`config.mk`:
```
export PLATFORM = sky130hd
export DESIGN_NAME = pipct_front
export DESIGN_NICKNAME = d
export VERILOG_FILES = /design/src/hw/rtl/pipct_pkg.sv /design/src/hw/rtl/pipct_front.sv
export SDC_FILE = /design/constraint.sdc
export NUM_CORES = 1
export LEC_CHECK = 0
export BUFFER_PORTS_ARGS = -buffer_cell sky130_fd_sc_hd__buf_2
export CAP_MARGIN = 20
export CELL_PAD_IN_SITES_DETAIL_PLACEMENT = 0
export CELL_PAD_IN_SITES_GLOBAL_PLACEMENT = 1
export CORE_MARGIN = 4
export CORE_UTILIZATION = 56
export CTS_BUF_LIST = sky130_fd_sc_hd__clkbuf_8
export CTS_CLUSTER_DIAMETER = 60
export DETAILED_ROUTE_END_ITERATION = 16
export PLACE_DENSITY = 0.93
export REMOVE_ABC_BUFFERS = 1
export SYNTH_ARGS = -nofsm -noshare
export SYNTH_HDL_FRONTEND = slang
export SYNTH_SLANG_ARGS = --single-unit
```
`constraint.sdc`:
```
create_clock -name aclk -period 5.5 [get_ports aclk]
set_input_delay 1.1 -clock aclk [delete_from_list [all_inputs] [get_ports aclk]]
set_output_delay 1.1 -clock aclk [all_outputs]
set_load 0.005 [all_outputs]
```
`src/hw/rtl/pipct_pkg.sv`:
```
// Shared types and constants for the point-in-polygon crossing test core.
package pipct_pkg;

    localparam int COORD_W = 32;
    localparam int IDX_W   = 8;
    localparam int VC_W    = 9;

    localparam logic [VC_W-1:0] VC_RESET = 9'd4;
    localparam int unsigned     EDGE_TOL = 17;

    localparam logic OP_WRITE = 1'b0;
    localparam logic OP_QUERY = 1'b1;

    localparam logic [1:0] LOC_OUTSIDE  = 2'd0;
    localparam logic [1:0] LOC_INSIDE   = 2'd1;
    localparam logic [1:0] LOC_BOUNDARY = 2'd2;

    localparam logic REG_VERTEX_COUNT = 1'b0;

    typedef struct packed {
        logic                       op;
        logic [IDX_W-1:0]           idx;
        logic signed [COORD_W-1:0]  x;
        logic signed [COORD_W-1:0]  y;
    } item_t;

    typedef struct packed {
        logic  valid;
        item_t item;
    } head_t;

    typedef enum logic [1:0] {
        ENG_IDLE,
        ENG_WALK,
        ENG_DRAIN,
        ENG_DONE
    } eng_state_t;

endpackage

```
`src/hw/rtl/pipct_front.sv`:
```
// Front end: accepts beats into a short queue ahead of the edge engine.
module pipct_front (
    input  logic             aclk,
    input  logic             aresetn,
    input  logic             s_valid,
    output logic             s_ready,
    input  pipct_pkg::item_t s_item,
    output pipct_pkg::head_t head,
    input  logic             pop
);
    import pipct_pkg::*;

    localparam int DEPTH = 4;
    localparam int PW    = $clog2(DEPTH);

    item_t         fifo_reg [DEPTH];
    logic [PW-1:0] wr_ptr_reg, wr_ptr_next;
    logic [PW-1:0] rd_ptr_reg, rd_ptr_next;
    logic [PW:0]   count_reg, count_next;
    logic          push, do_pop;

    assign s_ready = (count_reg != (PW+1)'(DEPTH));
    assign push    = s_valid && s_ready;
    assign do_pop  = pop && (count_reg != '0);

    assign head.valid = (count_reg != '0);
    assign head.item  = fifo_reg[rd_ptr_reg];

    always_comb begin
        wr_ptr_next = push   ? wr_ptr_reg + 1'b1 : wr_ptr_reg;
        rd_ptr_next = do_pop ? rd_ptr_reg + 1'b1 : rd_ptr_reg;
        count_next  = count_reg + (PW+1)'(push) - (PW+1)'(do_pop);
    end

    always_ff @(posedge aclk) begin
        if (!aresetn) begin
            wr_ptr_reg <= '0;
            rd_ptr_reg <= '0;
            count_reg  <= '0;
        end else begin
            wr_ptr_reg <= wr_ptr_next;
            rd_ptr_reg <= rd_ptr_next;
            count_reg  <= count_next;
        end
    end

    always_ff @(posedge aclk) begin
        if (push) begin
            fifo_reg[wr_ptr_reg] <= s_item;
        end
    end

endmodule

```
==> implementation parameters, run 1 <==
Parameter                              Value

Worst setup path
  Depth of the most critical reg-to-reg path    11
  Worst Path Class, Setup    reg -> out
  R2R Path Start    count_reg[1]
  WP data required    4.40 ns
  Type of origin of the critical path    register
  Slack of the worst reg-to-reg path    2.87 ns
  Critical path, cell by cell    buf_4, mux4_2, buf_2
  Sort of element at the end of the critical path    output port
  Data arrival, critical path    2.59 ns
  CP max stage cell    sky130_fd_sc_hd__dfxtp_4
  Worst stage delay on the critical path    0.80 ns
  Worst r2r dst    count_reg[2]
  Crit-path max FO    33
  Capturing element of the worst setup path    head[12]

CTS
  Cts hold-fix bufs    0
  Number of buffers inserted by post-CTS setup repair    0
  Number of buffers inserted during clock tree synthesis    47
  Clock sink count    301
  Root buffer cell    sky130_fd_sc_hd__clkbuf_8
  Clk Latency, worst-skew pair    0.52 ns
  Maximum level of the CTS H-tree    2
  Clock-pin transition on the worst setup and hold timing paths    0.06 ns
  TritonCTS clock tree    done
  Resize count post-CTS    0
  Max clock buf depth    3

Global routing
  GR Layer Usage met3    4.60%
  Overall routing resource usage    17.5%
  Global-route wire length before repair    29700 um
  Fraction of met1 tracks used by global routing    23.4%
  Number of antenna violations at the first check in global routing    3
  Met2 track utilization from global routing    29.0%
  Via count of the first global-routing pass    5494
  Maximum number of pins on one net before global-route repair    74
  Global-route congestion overflow total    0
  Busiest layer in global routing    met2

Logic synthesis
  Per-instance average area after synthesis    25.8 sq um
  Top cells by area, synth    sky130_fd_sc_hd__edfxtp_1 (79%), sky130_fd_sc_hd__mux4_2 (15%), sky130_fd_sc_hd__dfxtp_1 (1.6%)
  Synth top area share    79.2%
  Gate count after technology mapping    429
  Post-synthesis instance area    11100 sq um
  Sequential-to-total area share from yosys stat    80.8%
  Number of distinct library cells after synthesis    21
  #FFs+latches synth    301
  Number of warning messages in the yosys log    0
  Cell type with the largest total area after synthesis    sky130_fd_sc_hd__edfxtp_1

Finish
  Number of cells in the finished layout apart from fillers    919
  Fraction of final layout cells with drive strength greater than 1    44.3%
  Fin nets    702
  Layout-stage area growth over the synthesis result    17.1%
  Max reg flops    292
  Fill cell total of the finished layout    1280
  Post-Layout Inst Area    13000 sq um

Floorplan
  Number of cell rows    51
  Die span in x    149 um
  Total die area    22100 sq um
  Area of the placeable core    19500 sq um
  Starting Density    56.9%
  IO Count    152
  Vertical extent of the die    149 um

Power
  Power density over cell area    441 nW/um^2
  Total power consumption of the routed design    0.00572 W
  Worst-case vdd ir drop    0.000264 V
  Static Leakage    4.43 nW

Timing
  Final-layout setup total negative slack    0 ns
  Final setup violation count    0
  Worst-Margin Slew    1.06 ns
  Final worst-path cycle share    67.0%
  Post-route clock skew    0.0156 ns
  Unrepaired setup endpoints after global routing    false
  Final hold viol count    0
  Headroom to the max-slew limit    29.6%
  Minimum clock period after layout    3.69 ns
  Fmax achieved    271 MHz
  Max-slew violation count    0

Route
  Total Wirelength    18900 um
  Vias per cell    5.44
  Detailed Route Iter0 Violations    286
  Average routed wire per standard cell    20.5 um
  First-pass detailed-route iteration total    4
  Antenna viol nets, final    0
  Vias after detailed routing    5003
  Remaining routing DRC violations    0

Worst hold path
  Min-Delay Startpoint    wr_ptr_reg[1]
  Kind of path behind the tightest hold check    reg -> reg

Placement
  Global placer's final weighted congestion    0.694
  Post-placement cell count    830
  Count of input and output buffers    151
  Placed standard-cell area    12000 sq um
  Post-DP HPWL    11000 um

Run status
  Result of the run    completed

Flow run
  Number of max-cap violations    0
==> per-stage QoR <==
step / hold WS, ns / util (%) / setup slack [ns]
after floorplan: 0.468 / - / 0.653
after CTS: 0.512 / 66.1 / 1.68
after global placement: 0.479 / 61.6 / 2.28
after detailed placement: 0.503 / 61.6 / 2.24
after global routing: 0.563 / 66.6 / 1.54
final: 0.508 / 66.6 / 1.81
==> power by group <==
| part | internal, W | switching (W) | total [W] |
|---|---|---|---|
| Combinational | 0.000612 | 0.000482 | 0.00109 |
| Sequential | 0.00278 | 0.000156 | 0.00294 |
| Clock | 0.000913 | 0.000771 | 0.00168 |
| Total | 0.00431 | 0.00141 | 0.00572 |
==> cell usage in the layout, fill, tap and decap left out <==
cell type,netlist,final
sky130_fd_sc_hd__a21boi_1,1,1
sky130_fd_sc_hd__and2_1,7,3
sky130_fd_sc_hd__and2_4,0,4
sky130_fd_sc_hd__buf_12,7,1
sky130_fd_sc_hd__buf_16,0,3
sky130_fd_sc_hd__buf_2,7,151
sky130_fd_sc_hd__buf_4,0,2
sky130_fd_sc_hd__bufinv_16,0,2
sky130_fd_sc_hd__clkbuf_8,0,49
sky130_fd_sc_hd__clkinv_1,0,11
sky130_fd_sc_hd__clkinv_2,0,2
sky130_fd_sc_hd__dfxtp_1,9,7
sky130_fd_sc_hd__dfxtp_4,0,2
sky130_fd_sc_hd__diode_2,0,1
sky130_fd_sc_hd__edfxtp_1,292,292
sky130_fd_sc_hd__fa_1,1,1
sky130_fd_sc_hd__ha_1,6,6
sky130_fd_sc_hd__inv_1,5,25
sky130_fd_sc_hd__mux2i_1,2,2
sky130_fd_sc_hd__mux4_2,73,73
sky130_fd_sc_hd__nand2_1,5,5
sky130_fd_sc_hd__nor2_1,1,1
sky130_fd_sc_hd__nor2b_1,3,3
sky130_fd_sc_hd__o311ai_1,1,1
sky130_fd_sc_hd__o31a_1,1,1
sky130_fd_sc_hd__or3_1,1,1
sky130_fd_sc_hd__xnor2_1,4,4
==> kinds of logic (layout without fill, tap and decap cells) <==
group                      Yosys count  in the layout  synth area share, %
AOI/OAI and AO/OA                    3              3                0.226
xor gates and xnor gates             4              4                0.316
adders and majority gates            7              7                0.859
buffers and inverters               22            246                 1.93
DFF                                301            301                 80.8
muxes                               75             75                 15.0
other                                0              1                    0
and+or+nand+nor                     17             17                0.825
==> critical path: cells and delay by family, from the launching register on <==
| family | cells | cell delay, ns |
|---|---|---|
| mux | 1 | 0.58 |
| flops | 1 | 0.80 |
| buf+inv | 2 | 0.67 |
==> Yosys cell counts (all sizes together) <==
master    n
edfxtp  292
o311ai    1
o31a      1
xnor2     4
nand2     5
and2      7
dfxtp     9
mux2i     2
or3       1
mux4     73
inv       5
ha        6
fa        1
buf      15
clkbuf    2
nor2b     3
a21boi    1
nor2      1
==> worst min path at each step <==
stage / end / slack (ns) / depth (start not counted)
2_1_floorplan: wr_ptr_reg[1] / 0.47 / 2
3_3_place_gp: wr_ptr_reg[1] / 0.48 / 2
3_5_place_dp: wr_ptr_reg[0] / 0.50 / 2
4_1_cts: wr_ptr_reg[0] / 0.51 / 2
5_1_grt: wr_ptr_reg[0] / 0.56 / 2
6_report: wr_ptr_reg[1] / 0.51 / 2
==> layer usage <==
layer,vias to the layer above,routed length [um]
met4,6,266
met3,29,1230
met2,160,9600
met5,-,28
li1,2214,-
met1,2594,7760
==> area by class of cell <==
class / instances / area (sq um) / area share, %
sequential: 301 / 8960 / 69.1
multi-input combinational: 106 / 1920 / 14.8
timing repair buffer: 157 / 873 / 6.74
clock buffer: 49 / 674 / 5.20
tap: 265 / 332 / 2.56
clock inverter: 35 / 186 / 1.44
inverter: 5 / 18.8 / 0.145
antenna: 1 / 2.50 / 0.0193
Power figures use the tool's default switching activity.
==> inputs of run 2 (changes only) <==
Settings changed: CORE_UTILIZATION 56 to 52, PLACE_DENSITY 0.93 to 0.87.
Clock period 5.5 ns to 3.9 ns, I/O delays scaled along.
==> run 2 against run 1 <==
Against the previous run:
- flip-flop and latch count did not move
- die area is 7.3% higher
- cell area about the same
- non-clock buffer count grew 4
- cell count increased by 1.4%
- critical path depth stayed put
- highest routed layer is now met4
==> implementation parameters, run 2 (same netlist as run 1, synthesis figures left out) <==
Parameter                              Value

Run status
  Result of the run    completed

Floorplan
  Die span in x    154 um (+3.6%)
  Starting Density    52.8% (-4.1 points)
  Total die area    23700 sq um (+7.3%)
  Area of the placeable core    21000 sq um (+7.7%)
  Number of cell rows    53 (+3.9%)
  IO Count    152 (unchanged)
  Vertical extent of the die    154 um (+3.6%)

Timing
  Headroom to the max-slew limit    57.3% (+28 points)
  Fmax achieved    329 MHz
  Final setup violation count    0 (unchanged)
  Final critical-path setup slack    0.863 ns (-0.952 ns)
  Max-slew violation count    0 (unchanged)
  Worst-Margin Slew    0.639 ns (-0.418 ns)
  Final hold viol count    0 (unchanged)
  Post-route clock skew    0.0153 ns (-0.000272 ns)
  Minimum clock period after layout    3.04 ns
  Worst-case hold slack    0.465 ns (-0.0428 ns)
  Unrepaired setup endpoints after global routing    false
  Final worst-path cycle share    77.9%

Power
  Combinational power share    20.5% (+1.4 points)
  Static Leakage    4.43 nW (about the same)
  Worst-case vdd ir drop    0.000330 V (+25%)
  Power density over cell area    614 nW/um^2 (+39%)
  Power share of the clock group    28.1% (-1.4 points)
  Power Internal    0.00596 W (+38%)
  Fraction of power consumed by sequential logic    51.4% (about the same)
  Switching share of total power    25.1% (+0.40 points)
  Net switching power of the design    0.00199 W (+41%)

Route
  Total Wirelength    19200 um (+1.8%)
  Average routed wire per standard cell    20.6 um (+0.39%)
  Detailed Route Iter0 Violations    269 (-5.9%)
  First-pass detailed-route iteration total    6 (+2)
  Antenna viol nets, final    0 (unchanged)
  Vias after detailed routing    5043 (+0.80%)
  Remaining routing DRC violations    0 (unchanged)
  Vias per cell    5.41 (-0.61%)

CTS
  Cts hold-fix bufs    0 (unchanged)
  Maximum level of the CTS H-tree    2 (unchanged)
  Max clock buf depth    3 (unchanged)
  Resize count post-CTS    0 (unchanged)
  Clock-pin transition on the worst setup and hold timing paths    0.06 ns (about the same)
  Clk Latency, worst-skew pair    0.52 ns (about the same)
  Number of buffers inserted during clock tree synthesis    47 (unchanged)
  Root buffer cell    sky130_fd_sc_hd__clkbuf_8
  TritonCTS clock tree    done
  Clock sink count    301 (unchanged)
  Number of buffers inserted by post-CTS setup repair    0 (unchanged)

Finish
  Fill cell total of the finished layout    1482 (+16%)
  Number of diodes    0 (-1)
  Layout-stage area growth over the synthesis result    17.0% (about the same)
  Max reg flops    292 (unchanged)
  Multi-input combinational cell area    1920 sq um (unchanged)
  Fraction of final layout cells with drive strength greater than 1    44.9% (+0.64 points)
  Most common library cell in the layout ignoring fill and taps    sky130_fd_sc_hd__edfxtp_1
  Fin nets    706 (+0.57%)
  Commonest cells after routing, fill and taps aside    sky130_fd_sc_hd__edfxtp_1 (292), sky130_fd_sc_hd__buf_2 (151), sky130_fd_sc_hd__mux4_2 (73)
  Post-Layout Inst Area    13000 sq um (about the same)
  Sequential cell area    8960 sq um (unchanged)
  Number of cells in the finished layout apart from fillers    932 (+1.4%)

Worst setup path
  CP max stage cell    sky130_fd_sc_hd__dfxtp_4
  Sort of element at the end of the critical path    output port
  Worst Path Class, Setup    reg -> out
  Type of origin of the critical path    register
  Crit-path max FO    18 (-45%)
  WP data required    3.12 ns (-1.28 ns)
  Critical path, cell by cell    buf_4, mux4_2, buf_2
  Worst stage delay on the critical path    0.62 ns (-0.18 ns)
  Data arrival, critical path    2.26 ns (-0.33 ns)

Global routing
  Global-route congestion overflow total    0 (unchanged)
  GR Layer Usage met3    4.53% (-0.069 points)
  Busiest layer in global routing    met2
  Fraction of met1 tracks used by global routing    20.3% (-3.1 points)
  Overall routing resource usage    16.3% (-1.2 points)
  Met2 track utilization from global routing    28.3% (-0.68 points)
  Global-route wire length before repair    29900 um (+0.51%)
  Maximum number of pins on one net before global-route repair    74 (unchanged)
  Number of antenna violations at the first check in global routing    0 (-3)
  Via count of the first global-routing pass    5448 (-0.84%)

Placement
  Placed standard-cell area    12100 sq um (+0.96%)
  Count of input and output buffers    151 (unchanged)
  Post-DP HPWL    11800 um (+7.4%)
  Post-placement cell count    847 (+2.0%)
  Global placer's final weighted congestion    0.714 (+2.9%)
  Pre-CTS WS    0.877 ns (-1.36 ns)

Flow run
  Number of max-cap violations    0 (unchanged)

Worst hold path
  Kind of path behind the tightest hold check    in -> reg
[run 2: changes by cell type in the layout (fill, tap and decap cells not counted), sizes merged]
cell      delta
diode        -1
clkinv       +1
clkinvlp     +1
buf          +4
bufinv       -2
[run 2: metal layers]
metal / wire length, um / share of wire, % / vias up
li1: - / - / 2229
met3: 1200 / 6.2 / 35
met5: 0 / 0 / -
met2: 10100 / 52 / 156
met1: 7630 / 40 / 2623
met4: 321 / 1.7 / 0
[run 2: area by class of cell]
cell class | instances | area share (%)
clock buffer | 49 | 5.21
clock inverter | 35 | 1.09
inverter | 5 | 0.145
multi-input combinational | 106 | 14.8
sequential | 301 | 69.1
tap | 275 | 2.66
timing repair buffer | 161 | 6.95
[run 2: power groups by stage]
stage               clock (W)  sequential (W)  combinational [W]
floorplan                   0         0.00423           0.000925
global placement            0         0.00416            0.00161
detailed placement          0         0.00419            0.00164
CTS                   0.00231         0.00413            0.00165
global route          0.00248         0.00412            0.00178
finish                0.00224         0.00409            0.00163
[run 2: stage by stage]
step	utilization (%)	total power [W]	TNS [ns]
after floorplan	-	0.00516	-45.76
after global placement	57.8	0.00577	0
after detailed placement	57.8	0.00584	0
after CTS	61.7	0.00809	0
after global routing	61.8	0.00838	0
final	61.8	0.00795	0
[run 2: final timing paths]
path	start	to	slack [ns]	cells past startpoint
max reg2reg	count_reg[1]	count_reg[2]	1.19	11
min	s_item[71]	fifo_reg[0][71]	0.46	1
min reg2reg	wr_ptr_reg[0]	wr_ptr_reg[0]	0.52	2
max	register	head[68]	0.86	3
[run 2: worst max-delay path, delay by kind of cell, from the launching register on]
family	cells	cell delay, ns
buffers and inverters	2	0.52
DFF	1	0.62
muxes	1	0.56
==> inputs of run 3 (changes only) <==
Settings changed: CORE_UTILIZATION 52 to 47, PLACE_DENSITY 0.87 to 0.84.
Clock period 3.9 ns to 2.7 ns, I/O delays scaled along.
==> run 3 against run 2 <==
Against the previous run:
- worst hold slack worse by 0.25 ns
- first-iteration DRC count up 8.6%
- non-clock buffer count grew 5
- critical path depth is the same
- setup slack worse by 0.70 ns
- combinational power grew 54%
- register-to-register slack got worse by 0.93 ns
- global-route usage down 0.48 points
- cell area increased by 2.3%
- clock skew rose by 0.0087 ns
- power up 53%
- critical path type unchanged
==> implementation parameters, run 3 (same netlist as run 1, synthesis figures left out) <==
Parameter                              Value

Run status
  Result of the run    completed

CTS
  Number of buffers inserted during clock tree synthesis    49 (+4.3%)
  Root buffer cell    sky130_fd_sc_hd__clkbuf_8
  Cts hold-fix bufs    0 (unchanged)
  Clock sink count    301 (unchanged)
  Clk Latency, worst-skew pair    0.54 ns (+0.02 ns)
  Clock-pin transition on the worst setup and hold timing paths    0.07 ns (about the same)
  TritonCTS clock tree    done
  Maximum level of the CTS H-tree    2 (unchanged)
  Max clock buf depth    3 (unchanged)

Route
  Vias after detailed routing    5057 (+0.28%)
  Average routed wire per standard cell    20.5 um (-0.64%)
  First-pass detailed-route iteration total    4 (-2)
  Vias per cell    5.18 (-4.3%)
  Detailed Route Iter0 Violations    292 (+8.6%)
  Antenna viol nets, final    0 (unchanged)
  Remaining routing DRC violations    0 (unchanged)
  Total Wirelength    20000 um (+4.2%)

Finish
  Post-route core utilization    57.8% (-4.0 points)
  Most common library cell in the layout ignoring fill and taps    sky130_fd_sc_hd__edfxtp_1
  Number of cells in the finished layout apart from fillers    977 (+4.8%)
  Fraction of final layout cells with drive strength greater than 1    46.7% (+1.8 points)
  Fin nets    713 (+0.99%)
  Max reg flops    292 (unchanged)
  Commonest cells after routing, fill and taps aside    sky130_fd_sc_hd__edfxtp_1 (292), sky130_fd_sc_hd__buf_2 (151), sky130_fd_sc_hd__mux4_2 (73)
  Number of diodes    0 (unchanged)
  Layout-stage area growth over the synthesis result    19.7%

Timing
  Unrepaired setup endpoints after global routing    false
  Fmax achieved    395 MHz
  Post-route clock skew    0.0240 ns (+0.00869 ns)
  Final setup violation count    0 (unchanged)
  Max-slew violation count    0 (unchanged)
  Final worst-path cycle share    93.9%
  Minimum clock period after layout    2.53 ns
  Final critical-path setup slack    0.165 ns (-0.698 ns)
  Final hold viol count    0 (unchanged)
  Headroom to the max-slew limit    74.3% (+17 points)
  Worst-Margin Slew    0.385 ns (-0.254 ns)
  Final-layout setup total negative slack    0 ns (unchanged)

Power
  Power Internal    0.00913 W (+53%)
  Combinational power share    20.6% (about the same)
  Switching share of total power    24.8% (-0.22 points)
  Worst-case vdd ir drop    0.000550 V (+67%)
  Power density over cell area    917 nW/um^2 (+49%)
  Fraction of power consumed by sequential logic    47.9% (-3.5 points)
  Power share of the clock group    31.4% (+3.3 points)
  Total power consumption of the routed design    0.0122 W (+53%)
  Net switching power of the design    0.00302 W (+51%)
  Static Leakage    4.51 nW (+1.9%)

Worst setup path
  Type of origin of the critical path    register
  Data arrival, critical path    1.99 ns (-0.27 ns)
  Number of buffers and inverters on the critical path    2 (unchanged)
  Crit-path max FO    17 (-1)
  CP max stage cell    sky130_fd_sc_hd__mux4_2
  Worst Path Class, Setup    reg -> out
  Slack of the worst reg-to-reg path    0.26 ns (-0.93 ns)
  Worst stage delay on the critical path    0.59 ns (-0.03 ns)
  R2R Path Start    count_reg[1]
  WP data required    2.16 ns (-0.96 ns)
  Top delay family on crit path    multiplexers
  Critical path, cell by cell    buf_4, mux4_2, buf_2
  Sort of element at the end of the critical path    output port

Placement
  Global placer's final weighted congestion    0.761 (+6.6%)
  Count of input and output buffers    151 (unchanged)
  Pre-CTS WS    0.213 ns (-0.664 ns)
  Post-placement cell count    891 (+5.2%)
  Post-DP HPWL    12700 um (+7.4%)

Flow run
  Number of max-cap violations    0 (unchanged)

Global routing
  Global-route congestion overflow total    0 (unchanged)
  Overall routing resource usage    15.8% (-0.48 points)
  Maximum number of pins on one net before global-route repair    36 (-51%)
  Number of antenna violations at the first check in global routing    2 (+2)
  Via count of the first global-routing pass    5840 (+7.2%)
  Global-route wire length before repair    32100 um (+7.3%)

Floorplan
  Die span in x    161 um (+4.9%)
  Number of cell rows    55 (+3.8%)
  Starting Density    48.3% (-4.5 points)
  Total die area    26100 sq um (+10%)
  IO Count    152 (unchanged)
  Vertical extent of the die    161 um (+4.9%)
  Area of the placeable core    22900 sq um (+9.4%)

Worst hold path
  Kind of path behind the tightest hold check    in -> reg
  Min-Delay Startpoint    s_item[56]
-- run 3: power by group through the flow --
stage | sequential (W) | combinational, W | clock [W]
CTS | 0.00583 | 0.00259 | 0.00393
global placement | 0.00588 | 0.00252 | 0
detailed placement | 0.00592 | 0.00258 | 0
global route | 0.00587 | 0.00274 | 0.00417
floorplan | 0.00611 | 0.00134 | 0
finish | 0.00582 | 0.00251 | 0.00382
-- run 3: layout make-up --
cell class,instances,area [sq um]
fill,1690,9660
sequential,301,8960
multi-input combinational,106,1920
timing repair buffer,166,997
clock buffer,52,716
tap,313,392
clock inverter,34,251
inverter,5,18.8
-- run 3: metal layers --
metal | GRT usage (%) | up-vias | routed length, um
met1 | 19.7 | 2633 | 7840
met5 | 0 | - | 22
met4 | 4.81 | 4 | 389
met3 | 4.57 | 38 | 1280
met2 | 27.2 | 148 | 10500
li1 | - | 2234 | -
-- run 3: worst reg2reg max path: stages, from the launching register on --
cell	delay, ns
sky130_fd_sc_hd__dfxtp_1	0.48
sky130_fd_sc_hd__nor2_1	0.12
sky130_fd_sc_hd__a21boi_1	0.24
sky130_fd_sc_hd__inv_1	0.08
sky130_fd_sc_hd__ha_1	0.29
sky130_fd_sc_hd__inv_1	0.06
sky130_fd_sc_hd__ha_1	0.13
sky130_fd_sc_hd__inv_1	0.05
sky130_fd_sc_hd__fa_1	0.41
sky130_fd_sc_hd__xnor2_1	0.15
sky130_fd_sc_hd__xnor2_1	0.14
sky130_fd_sc_hd__and2_1	0.17
-- run 3: path summary, 6_finish.rpt --
path,depth (start not counted),to
max,3,head[10]
min,1,fifo_reg[3][56]
max reg2reg,11,count_reg[2]
min reg2reg,2,wr_ptr_reg[0]
-- run 3: stage by stage --
stage,cell area (sq um),hold slack [ns]
CTS,13200,0.164
finish,13300,0.211
global placement,12300,0.475
global route,13300,0.167
detailed placement,12300,0.512
floorplan,10900,0.468
-- run 3: timing repair --
action	in CTS	in global routing
endpoints found under the hold margin	0	0
resized for setup	0	1
buffers inserted	0	0
endpoints found under the setup margin	0	4
